File: config.mk
export PLATFORM = sky130hd
export DESIGN_NAME = graph_layer_assignment_top
export DESIGN_NICKNAME = d
export VERILOG_FILES = /design/src/rtl/gla_pkg.sv /design/src/rtl/graph_layer_assignment_top.sv /design/src/rtl/gla_ram.sv /design/src/rtl/gla_seq.sv
export SDC_FILE = /design/constraint.sdc
export NUM_CORES = 2
export LEC_CHECK = 0
export BUFFER_PORTS_ARGS = -buffer_cell sky130_fd_sc_hd__buf_2
export CAP_MARGIN = 20
export CELL_PAD_IN_SITES_DETAIL_PLACEMENT = 0
export CELL_PAD_IN_SITES_GLOBAL_PLACEMENT = 1
export CORE_MARGIN = 2
export CORE_UTILIZATION = 49
export CTS_BUF_LIST = sky130_fd_sc_hd__clkbuf_8
export DETAILED_ROUTE_END_ITERATION = 10
export GPL_TIMING_DRIVEN = 0
export PLACE_DENSITY_LB_ADDON = 0.1
export SETUP_SLACK_MARGIN = 0.02
export SLEW_MARGIN = 5
export SYNTH_ARGS = -nofsm -noshare
export SYNTH_HDL_FRONTEND = slang
export SYNTH_HIERARCHICAL = 1
export SYNTH_MEMORY_MAX_BITS = 65536
export SYNTH_SLANG_ARGS = --single-unit
File: constraint.sdc
create_clock -name clk -period 9.5 [get_ports clk]
set_input_delay 2.85 -clock clk [delete_from_list [all_inputs] [get_ports clk]]
set_output_delay 2.85 -clock clk [all_outputs]
set_load 0.05 [all_outputs]
File: src/rtl/gla_pkg.sv
// ----------------------------------------------------------------------------
// gla_pkg : shared types and constants for the graph layer assignment block
// Widths, edge word layout, state encoding and node classification helpers.
// ----------------------------------------------------------------------------
package gla_pkg;

	localparam int MAX_NODES   = 64;
	localparam int MAX_EDGES   = 256;
	localparam int NODE_SLOTS  = 64;
	localparam int NODE_LIMIT  = (MAX_NODES < NODE_SLOTS) ? MAX_NODES : NODE_SLOTS;
	localparam int NODE_W      = 6;
	localparam int LAYER_W     = 10;
	localparam int DEEP_W      = 9;
	localparam int CFG_W       = 7;
	localparam int CFG_IDX_W   = 2;
	localparam int EDGE_AW     = (MAX_EDGES > 1) ? $clog2(MAX_EDGES) : 1;
	localparam int EDGE_CW     = $clog2(MAX_EDGES + 1);
	localparam int EDGE_WORD_W = 2 * NODE_W + 2;
	localparam int IN_TDATA_W  = 16;
	localparam int OUT_TDATA_W = 16;

	localparam logic [LAYER_W-1:0] LAYER_NONE = {LAYER_W{1'b1}};

	typedef enum logic [CFG_IDX_W-1:0] {
		REG_NUM_INPUTS       = 2'd0,
		REG_NUM_OUTPUTS      = 2'd1,
		REG_INCLUDE_DISABLED = 2'd2
	} reg_idx_t;

	typedef enum logic [3:0] {
		ST_IDLE,
		ST_INIT,
		ST_SCAN_RD,
		ST_SCAN_CHK,
		ST_PASS_RD,
		ST_PASS_EDGE,
		ST_PASS_SRC,
		ST_PASS_DST,
		ST_OUT_RD,
		ST_OUT_LD
	} state_t;

	typedef struct packed {
		logic [CFG_W-1:0] num_inputs;
		logic [CFG_W-1:0] num_outputs;
		logic             include_disabled;
	} cfg_t;

	typedef struct packed {
		logic [NODE_W-1:0] src_node;
		logic [NODE_W-1:0] dst_node;
		logic              edge_enabled;
		logic              last_edge;
	} edge_beat_t;

	typedef struct packed {
		logic [NODE_W-1:0]         node_index;
		logic signed [LAYER_W-1:0] node_layer;
		logic                      last_node;
		logic                      edge_overflow;
	} node_beat_t;

	// edge word: src [13:8], dst [7:2], enabled [1], consumed [0]
	function automatic logic [NODE_W-1:0] w_src(input logic [EDGE_WORD_W-1:0] w);
		return w[EDGE_WORD_W-1 -: NODE_W];
	endfunction

	function automatic logic [NODE_W-1:0] w_dst(input logic [EDGE_WORD_W-1:0] w);
		return w[NODE_W+1 -: NODE_W];
	endfunction

	function automatic logic w_en(input logic [EDGE_WORD_W-1:0] w);
		return w[1];
	endfunction

	function automatic logic w_used(input logic [EDGE_WORD_W-1:0] w);
		return w[0];
	endfunction

	function automatic logic qualifies(input logic [EDGE_WORD_W-1:0] w, input cfg_t c);
		return (c.include_disabled | w_en(w)) &&
			(int'(w_src(w)) < NODE_LIMIT) && (int'(w_dst(w)) < NODE_LIMIT);
	endfunction

	function automatic logic is_input(input logic [NODE_W-1:0] n, input cfg_t c);
		return CFG_W'(n) < c.num_inputs;
	endfunction

	function automatic logic is_output(input logic [NODE_W-1:0] n, input cfg_t c);
		logic [CFG_W:0] top_n;
		top_n = {1'b0, c.num_inputs} + {1'b0, c.num_outputs};
		return (CFG_W'(n) >= c.num_inputs) && ((CFG_W+1)'(n) < top_n);
	endfunction

endpackage

File: src/rtl/graph_layer_assignment_top.sv
// Edge beats load at one per cycle while the block is idle. After the last-edge beat the
// block initialises every layer slot, scans the stored edges for the largest node, then
// runs passes that skip an edge on its flags or an output target, stop at an unreached
// source or consume it, then reads the nodes out, waiting while m_axis_tready is low.
// One graph at a time, set by the single edge RAM and layer RAM ports.
// Reset (arst_n low): control state, edge count, overflow cleared, config to 1/1/0.
// ----------------------------------------------------------------------------
// graph_layer_assignment_top : longest-path layering of a streamed edge list
// Stores edges, relaxes node layers pass by pass and streams one layer per node.
// ----------------------------------------------------------------------------
module graph_layer_assignment_top (
	input  logic                             clk,
	input  logic                             arst_n,
	// edge beats
	input  logic                             s_axis_tvalid,
	output logic                             s_axis_tready,
	input  logic [gla_pkg::IN_TDATA_W-1:0]   s_axis_tdata,  // src_node, dst_node, edge_enabled
	input  logic                             s_axis_tlast,  // last_edge
	// node beats
	output logic                             m_axis_tvalid,
	input  logic                             m_axis_tready,
	output logic [gla_pkg::OUT_TDATA_W-1:0]  m_axis_tdata,  // node_index, node_layer
	output logic                             m_axis_tlast,  // last_node
	output logic                             m_axis_tuser,  // edge_overflow
	// register writes
	input  logic                             cfg_wen,
	input  logic [gla_pkg::CFG_IDX_W-1:0]    cfg_index,
	input  logic [gla_pkg::CFG_W-1:0]        cfg_wdata
);
	import gla_pkg::*;

	cfg_t       cfg_q;
	edge_beat_t in_beat;
	node_beat_t beat, out_q;
	logic       out_valid_q;
	logic       out_free;
	logic       beat_load;

	// unpack the edge beat
	assign in_beat.src_node     = s_axis_tdata[NODE_W-1:0];
	assign in_beat.dst_node     = s_axis_tdata[2*NODE_W-1:NODE_W];
	assign in_beat.edge_enabled = s_axis_tdata[2*NODE_W];
	assign in_beat.last_edge    = s_axis_tlast;

	// configuration registers; unknown index ignored
	always_ff @(posedge clk or negedge arst_n) begin
		if (!arst_n) begin
			cfg_q.num_inputs       <= CFG_W'(1);
			cfg_q.num_outputs      <= CFG_W'(1);
			cfg_q.include_disabled <= 1'b0;
		end else if (cfg_wen) begin
			unique case (reg_idx_t'(cfg_index))
				REG_NUM_INPUTS:       cfg_q.num_inputs       <= cfg_wdata;
				REG_NUM_OUTPUTS:      cfg_q.num_outputs      <= cfg_wdata;
				REG_INCLUDE_DISABLED: cfg_q.include_disabled <= cfg_wdata[0];
				default: ;
			endcase
		end
	end

	gla_seq u_seq (
		.clk       (clk),
		.arst_n    (arst_n),
		.cfg       (cfg_q),
		.in_valid  (s_axis_tvalid),
		.in_ready  (s_axis_tready),
		.in_beat   (in_beat),
		.out_free  (out_free),
		.beat_load (beat_load),
		.beat      (beat)
	);

	// output register: takes a new beat when empty or being drained this cycle
	assign out_free = !out_valid_q || m_axis_tready;

	always_ff @(posedge clk or negedge arst_n) begin
		if (!arst_n) begin
			out_valid_q <= 1'b0;
		end else if (beat_load) begin
			out_valid_q <= 1'b1;
		end else if (m_axis_tready) begin
			out_valid_q <= 1'b0;
		end
	end

	always_ff @(posedge clk) begin
		if (beat_load) begin
			out_q <= beat;
		end
	end

	assign m_axis_tvalid = out_valid_q;
	assign m_axis_tdata  = {out_q.node_layer, out_q.node_index};
	assign m_axis_tlast  = out_q.last_node;
	assign m_axis_tuser  = out_q.edge_overflow;

endmodule

File: src/rtl/gla_ram.sv
// ----------------------------------------------------------------------------
// gla_ram : generic single-write, single-read RAM
// One write port, one read port, read data registered.
// ----------------------------------------------------------------------------
module gla_ram #(
	parameter int WIDTH = 8,
	parameter int DEPTH = 16
) (
	input  logic                                       clk,
	input  logic                                       we,
	input  logic [((DEPTH > 1) ? $clog2(DEPTH) : 1)-1:0] waddr,
	input  logic [WIDTH-1:0]                           wdata,
	input  logic [((DEPTH > 1) ? $clog2(DEPTH) : 1)-1:0] raddr,
	output logic [WIDTH-1:0]                           rdata
);

	logic [WIDTH-1:0] mem_q [DEPTH];

	always_ff @(posedge clk) begin
		if (we) begin
			mem_q[waddr] <= wdata;
		end
		rdata <= mem_q[raddr];
	end

endmodule

File: src/rtl/gla_seq.sv
// ----------------------------------------------------------------------------
// gla_seq : edge store, layer store and the relaxation sequencer
// Loads edges, scans for the largest node, relaxes edges pass by pass through
// one compare/increment path, then reads layers back node by node.
// ----------------------------------------------------------------------------
module gla_seq (
	input  logic                clk,
	input  logic                arst_n,
	input  gla_pkg::cfg_t       cfg,
	input  logic                in_valid,
	output logic                in_ready,
	input  gla_pkg::edge_beat_t in_beat,
	input  logic                out_free,
	output logic                beat_load,
	output gla_pkg::node_beat_t beat
);
	import gla_pkg::*;

	state_t                    state_q, state_d;
	logic [EDGE_CW-1:0]        count_q, count_d;
	logic [EDGE_CW-1:0]        eidx_q, eidx_d;
	logic [NODE_W-1:0]         nidx_q, nidx_d;
	logic [NODE_W-1:0]         largest_q, largest_d;
	logic [DEEP_W-1:0]         deep_q, deep_d;
	logic                      changed_q, changed_d;
	logic                      ovf_q, ovf_d;
	logic [EDGE_WORD_W-1:0]    edge_q, edge_d;
	logic signed [LAYER_W-1:0] cand_q, cand_d;

	logic                      e_we;
	logic [EDGE_AW-1:0]        e_waddr, e_raddr;
	logic [EDGE_WORD_W-1:0]    e_wdata, e_rdata;
	logic                      l_we;
	logic [NODE_W-1:0]         l_waddr, l_raddr;
	logic [LAYER_W-1:0]        l_wdata, l_rdata;

	logic                      adv;
	logic                      last_here;
	logic [CFG_W:0]            io_sum, cnt_raw;
	logic [NODE_W:0]           largest_p1, node_cnt;
	logic [NODE_W-1:0]         lg;

	gla_ram #(.WIDTH(EDGE_WORD_W), .DEPTH(MAX_EDGES)) u_edge_ram (
		.clk   (clk),
		.we    (e_we),
		.waddr (e_waddr),
		.wdata (e_wdata),
		.raddr (e_raddr),
		.rdata (e_rdata)
	);

	gla_ram #(.WIDTH(LAYER_W), .DEPTH(NODE_SLOTS)) u_layer_ram (
		.clk   (clk),
		.we    (l_we),
		.waddr (l_waddr),
		.wdata (l_wdata),
		.raddr (l_raddr),
		.rdata (l_rdata)
	);

	// nodes emitted: max(largest + 1, inputs + outputs), capped at the node limit
	assign io_sum     = {1'b0, cfg.num_inputs} + {1'b0, cfg.num_outputs};
	assign largest_p1 = {1'b0, largest_q} + (NODE_W+1)'(1);
	assign cnt_raw    = (io_sum > (CFG_W+1)'(largest_p1)) ? io_sum : (CFG_W+1)'(largest_p1);
	assign node_cnt   = (cnt_raw > (CFG_W+1)'(NODE_LIMIT)) ? (NODE_W+1)'(NODE_LIMIT) :
		cnt_raw[NODE_W:0];
	assign last_here  = ({1'b0, nidx_q} + (NODE_W+1)'(1)) == node_cnt;

	always_comb begin
		beat.node_index    = nidx_q;
		beat.last_node     = last_here;
		beat.edge_overflow = ovf_q;
		if (is_input(nidx_q, cfg)) begin
			beat.node_layer = '0;
		end else if (is_output(nidx_q, cfg)) begin
			beat.node_layer = LAYER_W'({1'b0, deep_q}) + LAYER_W'(1);
		end else begin
			beat.node_layer = l_rdata;
		end
	end

	always_ff @(posedge clk or negedge arst_n) begin
		if (!arst_n) begin
			state_q   <= ST_IDLE;
			count_q   <= '0;
			eidx_q    <= '0;
			nidx_q    <= '0;
			largest_q <= '0;
			deep_q    <= '0;
			changed_q <= 1'b0;
			ovf_q     <= 1'b0;
		end else begin
			state_q   <= state_d;
			count_q   <= count_d;
			eidx_q    <= eidx_d;
			nidx_q    <= nidx_d;
			largest_q <= largest_d;
			deep_q    <= deep_d;
			changed_q <= changed_d;
			ovf_q     <= ovf_d;
		end
	end

	always_ff @(posedge clk) begin
		edge_q <= edge_d;
		cand_q <= cand_d;
	end

	always_comb begin
		state_d   = state_q;
		count_d   = count_q;
		eidx_d    = eidx_q;
		nidx_d    = nidx_q;
		largest_d = largest_q;
		deep_d    = deep_q;
		changed_d = changed_q;
		ovf_d     = ovf_q;
		edge_d    = edge_q;
		cand_d    = cand_q;
		in_ready  = 1'b0;
		beat_load = 1'b0;
		adv       = 1'b0;
		lg        = largest_q;
		e_we      = 1'b0;
		e_waddr   = count_q[EDGE_AW-1:0];
		e_wdata   = {in_beat.src_node, in_beat.dst_node, in_beat.edge_enabled, 1'b0};
		e_raddr   = eidx_q[EDGE_AW-1:0];
		l_we      = 1'b0;
		l_waddr   = nidx_q;
		l_wdata   = is_input(nidx_q, cfg) ? '0 : LAYER_NONE;
		l_raddr   = nidx_q;

		unique case (state_q)
			ST_IDLE: begin
				in_ready = 1'b1;
				if (in_valid) begin
					if (count_q < EDGE_CW'(MAX_EDGES)) begin
						e_we    = 1'b1;
						count_d = count_q + EDGE_CW'(1);
					end else begin
						ovf_d = 1'b1;
					end
					if (in_beat.last_edge) begin
						state_d   = ST_INIT;
						nidx_d    = '0;
						largest_d = '0;
						deep_d    = '0;
					end
				end
			end
			ST_INIT: begin
				// one layer entry per cycle: inputs 0, everything else unreached
				l_we   = 1'b1;
				nidx_d = nidx_q + NODE_W'(1);
				if (nidx_q == NODE_W'(NODE_SLOTS - 1)) begin
					nidx_d = '0;
					eidx_d = '0;
					state_d = (count_q == '0) ? ST_OUT_RD : ST_SCAN_RD;
				end
			end
			ST_SCAN_RD: begin
				state_d = ST_SCAN_CHK;
			end
			ST_SCAN_CHK: begin
				if (qualifies(e_rdata, cfg)) begin
					if (w_src(e_rdata) > lg) begin
						lg = w_src(e_rdata);
					end
					if (w_dst(e_rdata) > lg) begin
						lg = w_dst(e_rdata);
					end
					largest_d = lg;
				end
				if (eidx_q + EDGE_CW'(1) == count_q) begin
					eidx_d    = '0;
					changed_d = 1'b0;
					state_d   = ST_PASS_RD;
				end else begin
					eidx_d  = eidx_q + EDGE_CW'(1);
					state_d = ST_SCAN_RD;
				end
			end
			ST_PASS_RD: begin
				state_d = ST_PASS_EDGE;
			end
			ST_PASS_EDGE: begin
				edge_d  = e_rdata;
				l_raddr = w_src(e_rdata);
				if (!w_used(e_rdata) && qualifies(e_rdata, cfg) &&
					!is_output(w_dst(e_rdata), cfg)) begin
					state_d = ST_PASS_SRC;
				end else begin
					adv = 1'b1;
				end
			end
			ST_PASS_SRC: begin
				l_raddr = w_dst(edge_q);
				if (l_rdata == LAYER_NONE) begin
					adv = 1'b1;
				end else begin
					cand_d  = $signed(l_rdata) + LAYER_W'(1);
					state_d = ST_PASS_DST;
				end
			end
			ST_PASS_DST: begin
				// edge consumed whether or not it raises its target
				e_we    = 1'b1;
				e_waddr = eidx_q[EDGE_AW-1:0];
				e_wdata = {edge_q[EDGE_WORD_W-1:1], 1'b1};
				if (cand_q > $signed(l_rdata)) begin
					l_we      = 1'b1;
					l_waddr   = w_dst(edge_q);
					l_wdata   = cand_q;
					changed_d = 1'b1;
					if (cand_q[DEEP_W-1:0] > deep_q) begin
						deep_d = cand_q[DEEP_W-1:0];
					end
				end
				adv = 1'b1;
			end
			ST_OUT_RD: begin
				state_d = ST_OUT_LD;
			end
			ST_OUT_LD: begin
				if (out_free) begin
					beat_load = 1'b1;
					if (last_here) begin
						state_d = ST_IDLE;
						count_d = '0;
						ovf_d   = 1'b0;
					end else begin
						nidx_d  = nidx_q + NODE_W'(1);
						state_d = ST_OUT_RD;
					end
				end
			end
			default: begin
				state_d = ST_IDLE;
			end
		endcase

		// step to the next stored edge; end of pass restarts or finishes
		if (adv) begin
			if (eidx_q + EDGE_CW'(1) == count_q) begin
				eidx_d = '0;
				if (changed_d) begin
					changed_d = 1'b0;
					state_d   = ST_PASS_RD;
				end else begin
					nidx_d  = '0;
					state_d = ST_OUT_RD;
				end
			end else begin
				eidx_d  = eidx_q + EDGE_CW'(1);
				state_d = ST_PASS_RD;
			end
		end
	end

endmodule

## Word level (Yosys, flattened, before mapping)

Memories as Yosys holds them, arrays and structs flattened. A register that Yosys moved wholly into a read port is not among the register bits.
Index checks and enable logic that the tools add are counted.

- Register bits: 103
- Memory bits (read-only): 0
- Logic and storage cells: 181
- Bits in latches: 0
- Output and inout port bits: 20
- Bits in writable memories: 4224
- Memories: 2

Memories:

| name | words | width | read ports | clocked after memory_dff | write ports | line | RTL |
|---|---|---|---|---|---|---|---|
| u_seq.u_edge_ram.mem_q | 256 | 14 | 1 | 1 | 1 | gla_ram.sv:17 | `logic [WIDTH-1:0] mem_q [DEPTH];` |
| u_seq.u_layer_ram.mem_q | 64 | 10 | 1 | 1 | 1 | gla_ram.sv:17 |  |

- Muxes and demuxes: 82
- Div/mod/pow operators: 0
- $lt $le $gt $ge: 12
- Shift operators: 0
- $mul: 0
- Bitwise logic cells: 2
- Eq/ne operators: 31
- Reductions and logical operators: 26
- $add $sub $neg: 8

Operator list:

| cell | number |
|---|---|
| two-way mux 6 bit | 17 |
| two-way mux 9 bit | 11 |
| one-hot mux 9 bit (2 select lines) | 3 |
| two-way mux 4 bit | 11 |
| two-way mux 10 bit | 4 |
| one-hot mux 4 bit (10 select lines) | 1 |
| one-hot mux 6 bit (2 select lines) | 2 |
| two-way mux 1 bit | 22 |
| adder 9 x 1 -> 9 bit, second input constant | 2 |
| one-hot mux 6 bit (3 select lines) | 1 |
| equality test 4 x 3 -> 1 bit, second input constant | 4 |
| < comparator 6 x 8 -> 1 bit | 2 |
| two-way mux 8 bit | 2 |
| AND reduction 5 bit | 3 |
| adder 6 x 1 -> 7 bit, second input constant | 2 |
| greater-or-equal comparator 6 x 7 -> 1 bit | 2 |
| two-way mux 14 bit | 1 |
| greater-than comparator 6 bit | 2 |
| inequality test 2 x 1 -> 1 bit, second input constant | 6 |
| inequality test 3 x 2 -> 1 bit, second input constant | 4 |
| adder 10 x 2 -> 10 bit, second input constant | 1 |
| adder 9 x 1 -> 10 bit, second input constant | 1 |
| equality test 10 bit, second input constant | 1 |
| greater-than comparator 10 bit | 1 |
| other kinds (34) | 55 |

## Logic depth before layout (Yosys ltp)

- Depth in word-level cells: 12
- Gate-level depth with buffers: 22
- Depth with buffers taken out: 21

## Hierarchy

The synthesis kept the hierarchy.

By module, submodules not included:

| module | cells an instance | area an instance (um2) | times used | sequential area each (um2) |
|---|---|---|---|---|
| gla_ram at u_seq.u_edge_ram | 6142 | 138816.9 | 1 | 107903.5 |
| gla_ram at u_seq.u_layer_ram | 1118 | 25101.6 | 1 | 19418.6 |
| gla_seq | 887 | 6990.5 | 1 | 1816.7 |
| graph_layer_assignment_top | 54 | 1162.4 | 1 | 943.4 |

## Worst setup path before layout

Ideal clock, no wire load.

- Path kind: register -> register
- From: register u_seq.state_q[2]
- To: memory u_seq/u_edge_ram/mem_q[0][10] (netlist name) (data pin)
- Period minus slack after synthesis: 9.263 ns
- Required time: 8.678 ns
- Slack: 0.237 ns
- Buffers on the path: 1
- Arrival: 8.441 ns
- Cell stages (with the launch flop): 8
- Cells stage by stage: dfrtp_1 -> inv_1 -> nor2_1 -> nand3_1 -> inv_1 -> buf_1 -> nand2_1 -> nand2_1

- Word-level cells in the longest chain between the ends: 2

RTL lines:

| what | line | RTL |
|---|---|---|
| start, declared | gla_seq.sv:19 | `state_t state_q, state_d;` |
| start signal, assigned | gla_seq.sv:93 | `state_q <= state_d;` |
| equality test 4 x 3 -> 1 bit | gla_seq.sv:133 | `unique case (state_q)` |
| two-way mux 14 bit | gla_seq.sv:133 |  |
| via u_seq.e_wdata[10] | gla_seq.sv:32 | `logic [EDGE_WORD_W-1:0] e_wdata, e_rdata;` |
| end, declared | gla_ram.sv:17 |  |

The timed path passes the listed nets, and every way through them passes these cells.

==> flow_metrics.env <==
export IMPL_crit_required_ns=10.48
export IMPL_timing_final_crit_share_pct=71.9
export IMPL_post_cts_buffers=0
export IMPL_fillCellCount=26269
export IMPL_die_area_mm2=0.356
export IMPL_final_nets=9444
export IMPL_p_int_uw=33600
export IMPL_vias_per_cell=6.46
export IMPL_clockBufferDepth=4
export IMPL_criticalPathCategory="register to register"
export IMPL_wirelength_um=556000
export IMPL_ir_worst_vdd_v=0.000167
export IMPL_io_pins=51
export IMPL_final_hold_violation_count=0
export IMPL_syn_num_nets=8307
export IMPL_clkPwrFrac_pct=29.7
export IMPL_p_switching_uw=15500
export IMPL_synth_edff_count=4265
export IMPL_place_area_mm2=0.185
export IMPL_max_freq_ghz=0.146
export IMPL_grt_ovfl_total=0
export IMPL_antenna_found_initial=34
export IMPL_grtUsageTotal_pct=31.0
export IMPL_critPathLaunchType="register"
export IMPL_seq_power_share_pct=44.1
export IMPL_rows=217
export IMPL_cts_buffers=708
export IMPL_whs_ns=0.485
export IMPL_min_period_ns=6.84
export IMPL_pwr_share_comb_pct=26.2
export IMPL_yosys_area_top_type_share_pct=74.4
export IMPL_p_leak_uw=0.0634
export IMPL_drt_pass1_iterations=8
export IMPL_yosysMostFrequentCell="edfxtp_1"
export IMPL_worstPathArrival_ns=7.81
export IMPL_cts_resized=0
export IMPL_async_flop_share_pct=1.40
export IMPL_outcome="complete, but fails checks"
export IMPL_max_slew_margin_pct=2.21
export IMPL_coreArea_mm2=0.349
export IMPL_cts_sinks=4350
export IMPL_synth_distinct_cells=96
export IMPL_rsz0062_at_grt="no"
export IMPL_synth_top_cells_by_count="edfxtp_1, mux4_2, nor2_1"
export IMPL_end_kind="register"
export IMPL_fin_setup_tns_ns=0
export IMPL_port_buffers=47
export IMPL_drv_slew=0
export IMPL_area_delta_synth_final_pct=14.7
export IMPL_start_util_pct=49.2
export IMPL_violations="max-capacitance violations"
export IMPL_hold_buffers=0
export IMPL_design_area_mm2=0.197
export IMPL_grt_max_degree=93
export IMPL_synth_top_cells_by_area="edfxtp_1, mux4_2, mux2i_1, nor2_1, dfrtp_1"
export IMPL_vias=93649
export IMPL_grt_pass1_wl_um=750000
export IMPL_ant_nets=0
export IMPL_syn_inst=8201
export IMPL_fin_worst_skew_ns=0.0652
export IMPL_drv_cap=1
export IMPL_insertion_delay_ns=1.25
export IMPL_clk_pin_slew_ns=0.05
export IMPL_worst_pin_slew_ns=1.45
export IMPL_final_util_pct=56.5
export IMPL_yosys_warnings=6
export IMPL_synth_ff_type="edfxtp_1"
export IMPL_synth_area_mm2=0.172
export IMPL_die_y_um=597
export IMPL_setup_violations_final=0
export IMPL_cts_max_level=6
export IMPL_wl_per_cell_um=38.3
export IMPL_dp_slack_ns=2.79
export IMPL_powerDensity_mw_per_mm2=249
export IMPL_cts_root_buf="clkbuf_8"
export IMPL_dr_first_iter_drc_count=13893
export IMPL_setup_ws_ns=2.66
export IMPL_synth_top_cell_by_area="edfxtp_1"
export IMPL_cp_max_fo=10
export IMPL_place_gp_congestion=0.972
export IMPL_drc=0
export IMPL_hpwl_um=390000
export IMPL_hp_class="register to register"
export IMPL_drive_gt1_share_pct=29.6
export IMPL_synth_ff_latch_count=4350
export IMPL_p_sw_share_pct=31.5
export IMPL_ys_seq_area_share_pct=75.6
export IMPL_tritoncts="yes"
export IMPL_avgSynthCellArea_um2=21.0
export IMPL_die_w_um=597
export IMPL_first_global_vias=91084
## worst paths after layout
check	startpoint	to	slack [ns]	depth (start not counted)
max in group asynchronous	arst_n	u_seq/deep_q[0]	7.38	2
worst max-delay path	u_seq/eidx_q[1]	u_seq/u_edge_ram/rdata[3]	2.66	11
worst max register to register	u_seq/eidx_q[1]	u_seq/u_edge_ram/rdata[3]	2.66	11
worst min-delay path	u_seq/deep_q[5]	u_seq/deep_q[5]	0.49	1
min in group asynchronous	arst_n	u_seq/largest_q[4]	1.56	1
worst min register to register	u_seq/deep_q[5]	u_seq/deep_q[5]	0.49	1
## placed cells by master, fill, tap and decap left out, drive strengths merged, types with 126 or more instances in the layout
cell	instances
edfxtp	4265
mux4	1027
clkbuf	931
buf	691
nor2	431
mux2i	351
inv	336
clkinv	236
nand2	191
a21oi	126
## kinds of logic (layout without fill, tap and decap cells)
family / after synthesis / in the layout / share of synthesized area [%]
flip-flops: 4350 / 4350 / 75.6
multiplexers: 1421 / 1421 / 15.8
AND/OR/NAND/NOR: 994 / 994 / 2.71
AO/OA/AOI/OAI: 779 / 779 / 3.31
buffers and inverters: 541 / 2216 / 1.83
adder cells (fa/ha/maj): 75 / 75 / 0.550
XOR/XNOR: 41 / 41 / 0.209
other: 0 / 18 / 0
## metal layers
metal  global-route usage (%)  share of wire (%)  vias to the layer above
li1                         -                  -                    36706
met1                     42.4                 38                    50173
met2                     47.1                 46                     5644
met3                     8.06                 11                     1116
met4                     14.2                5.2                       10
met5                        0             0.0099                        -
## cell type report
cell class                 instances  area (µm²)  area share, %
antenna                           18        45.0         0.0228
buffer                           475        2950           1.49
clock buffer                     720        9910           5.02
clock inverter                   528        2480           1.26
inverter                          66         248          0.126
multi-input combinational       3310       39700           20.1
sequential                      4350      130000           65.9
tap                             4599        5750           2.92
timing repair buffer             427        6180           3.13
## state kept, by name (all words and copies together), names as in the netlist
signal,cells
u_seq/u_edge_ram/mem_q,3584
u_seq/u_layer_ram/mem_q,640
m_axis_tdata,16
cfg_q,15
u_seq/u_edge_ram/rdata,14
u_seq/edge_q,13
u_seq/cand_q,10
u_seq/u_layer_ram/rdata,10
u_seq/count_q,9
u_seq/deep_q,9
u_seq/eidx_q,9
u_seq/largest_q,6
u_seq/nidx_q,6
u_seq/state_q,4
m_axis_tlast,1
m_axis_tuser,1
m_axis_tvalid,1
u_seq/changed_q,1
u_seq/ovf_q,1
## critical path, stage by stage (launching register included)
cell and delay (ns):
dfrtp_1 0.44, buf_4 0.35, buf_2 0.51, buf_2 0.67
buf_2 0.69, buf_2 0.80, nor2b_1 0.41, a22oi_1 0.19
a21oi_1 0.86, o21bai_1 0.30, o2bb2ai_1 0.33, nor3_1 0.93
## power by group through the flow
| stage | Combinational (µW) | Clock (µW) | Sequential (µW) |
|---|---|---|---|
| after floorplan | 7660 | 0 | 22000 |
| after global placement | 12500 | 0 | 22200 |
| after detailed placement | 12800 | 0 | 22000 |
| after CTS | 12800 | 14900 | 21600 |
| after global routing | 13200 | 15700 | 21600 |
| final | 12800 | 14600 | 21600 |
## per-stage QoR
stage,power (µW),std cells
2_1_floorplan,29700,8201
3_3_place_gp,34700,12847
3_5_place_dp,34800,13195
4_1_cts,49300,14443
5_1_grt,50600,14476
6_report,49100,14493
(Power assumes the default switching activity.)
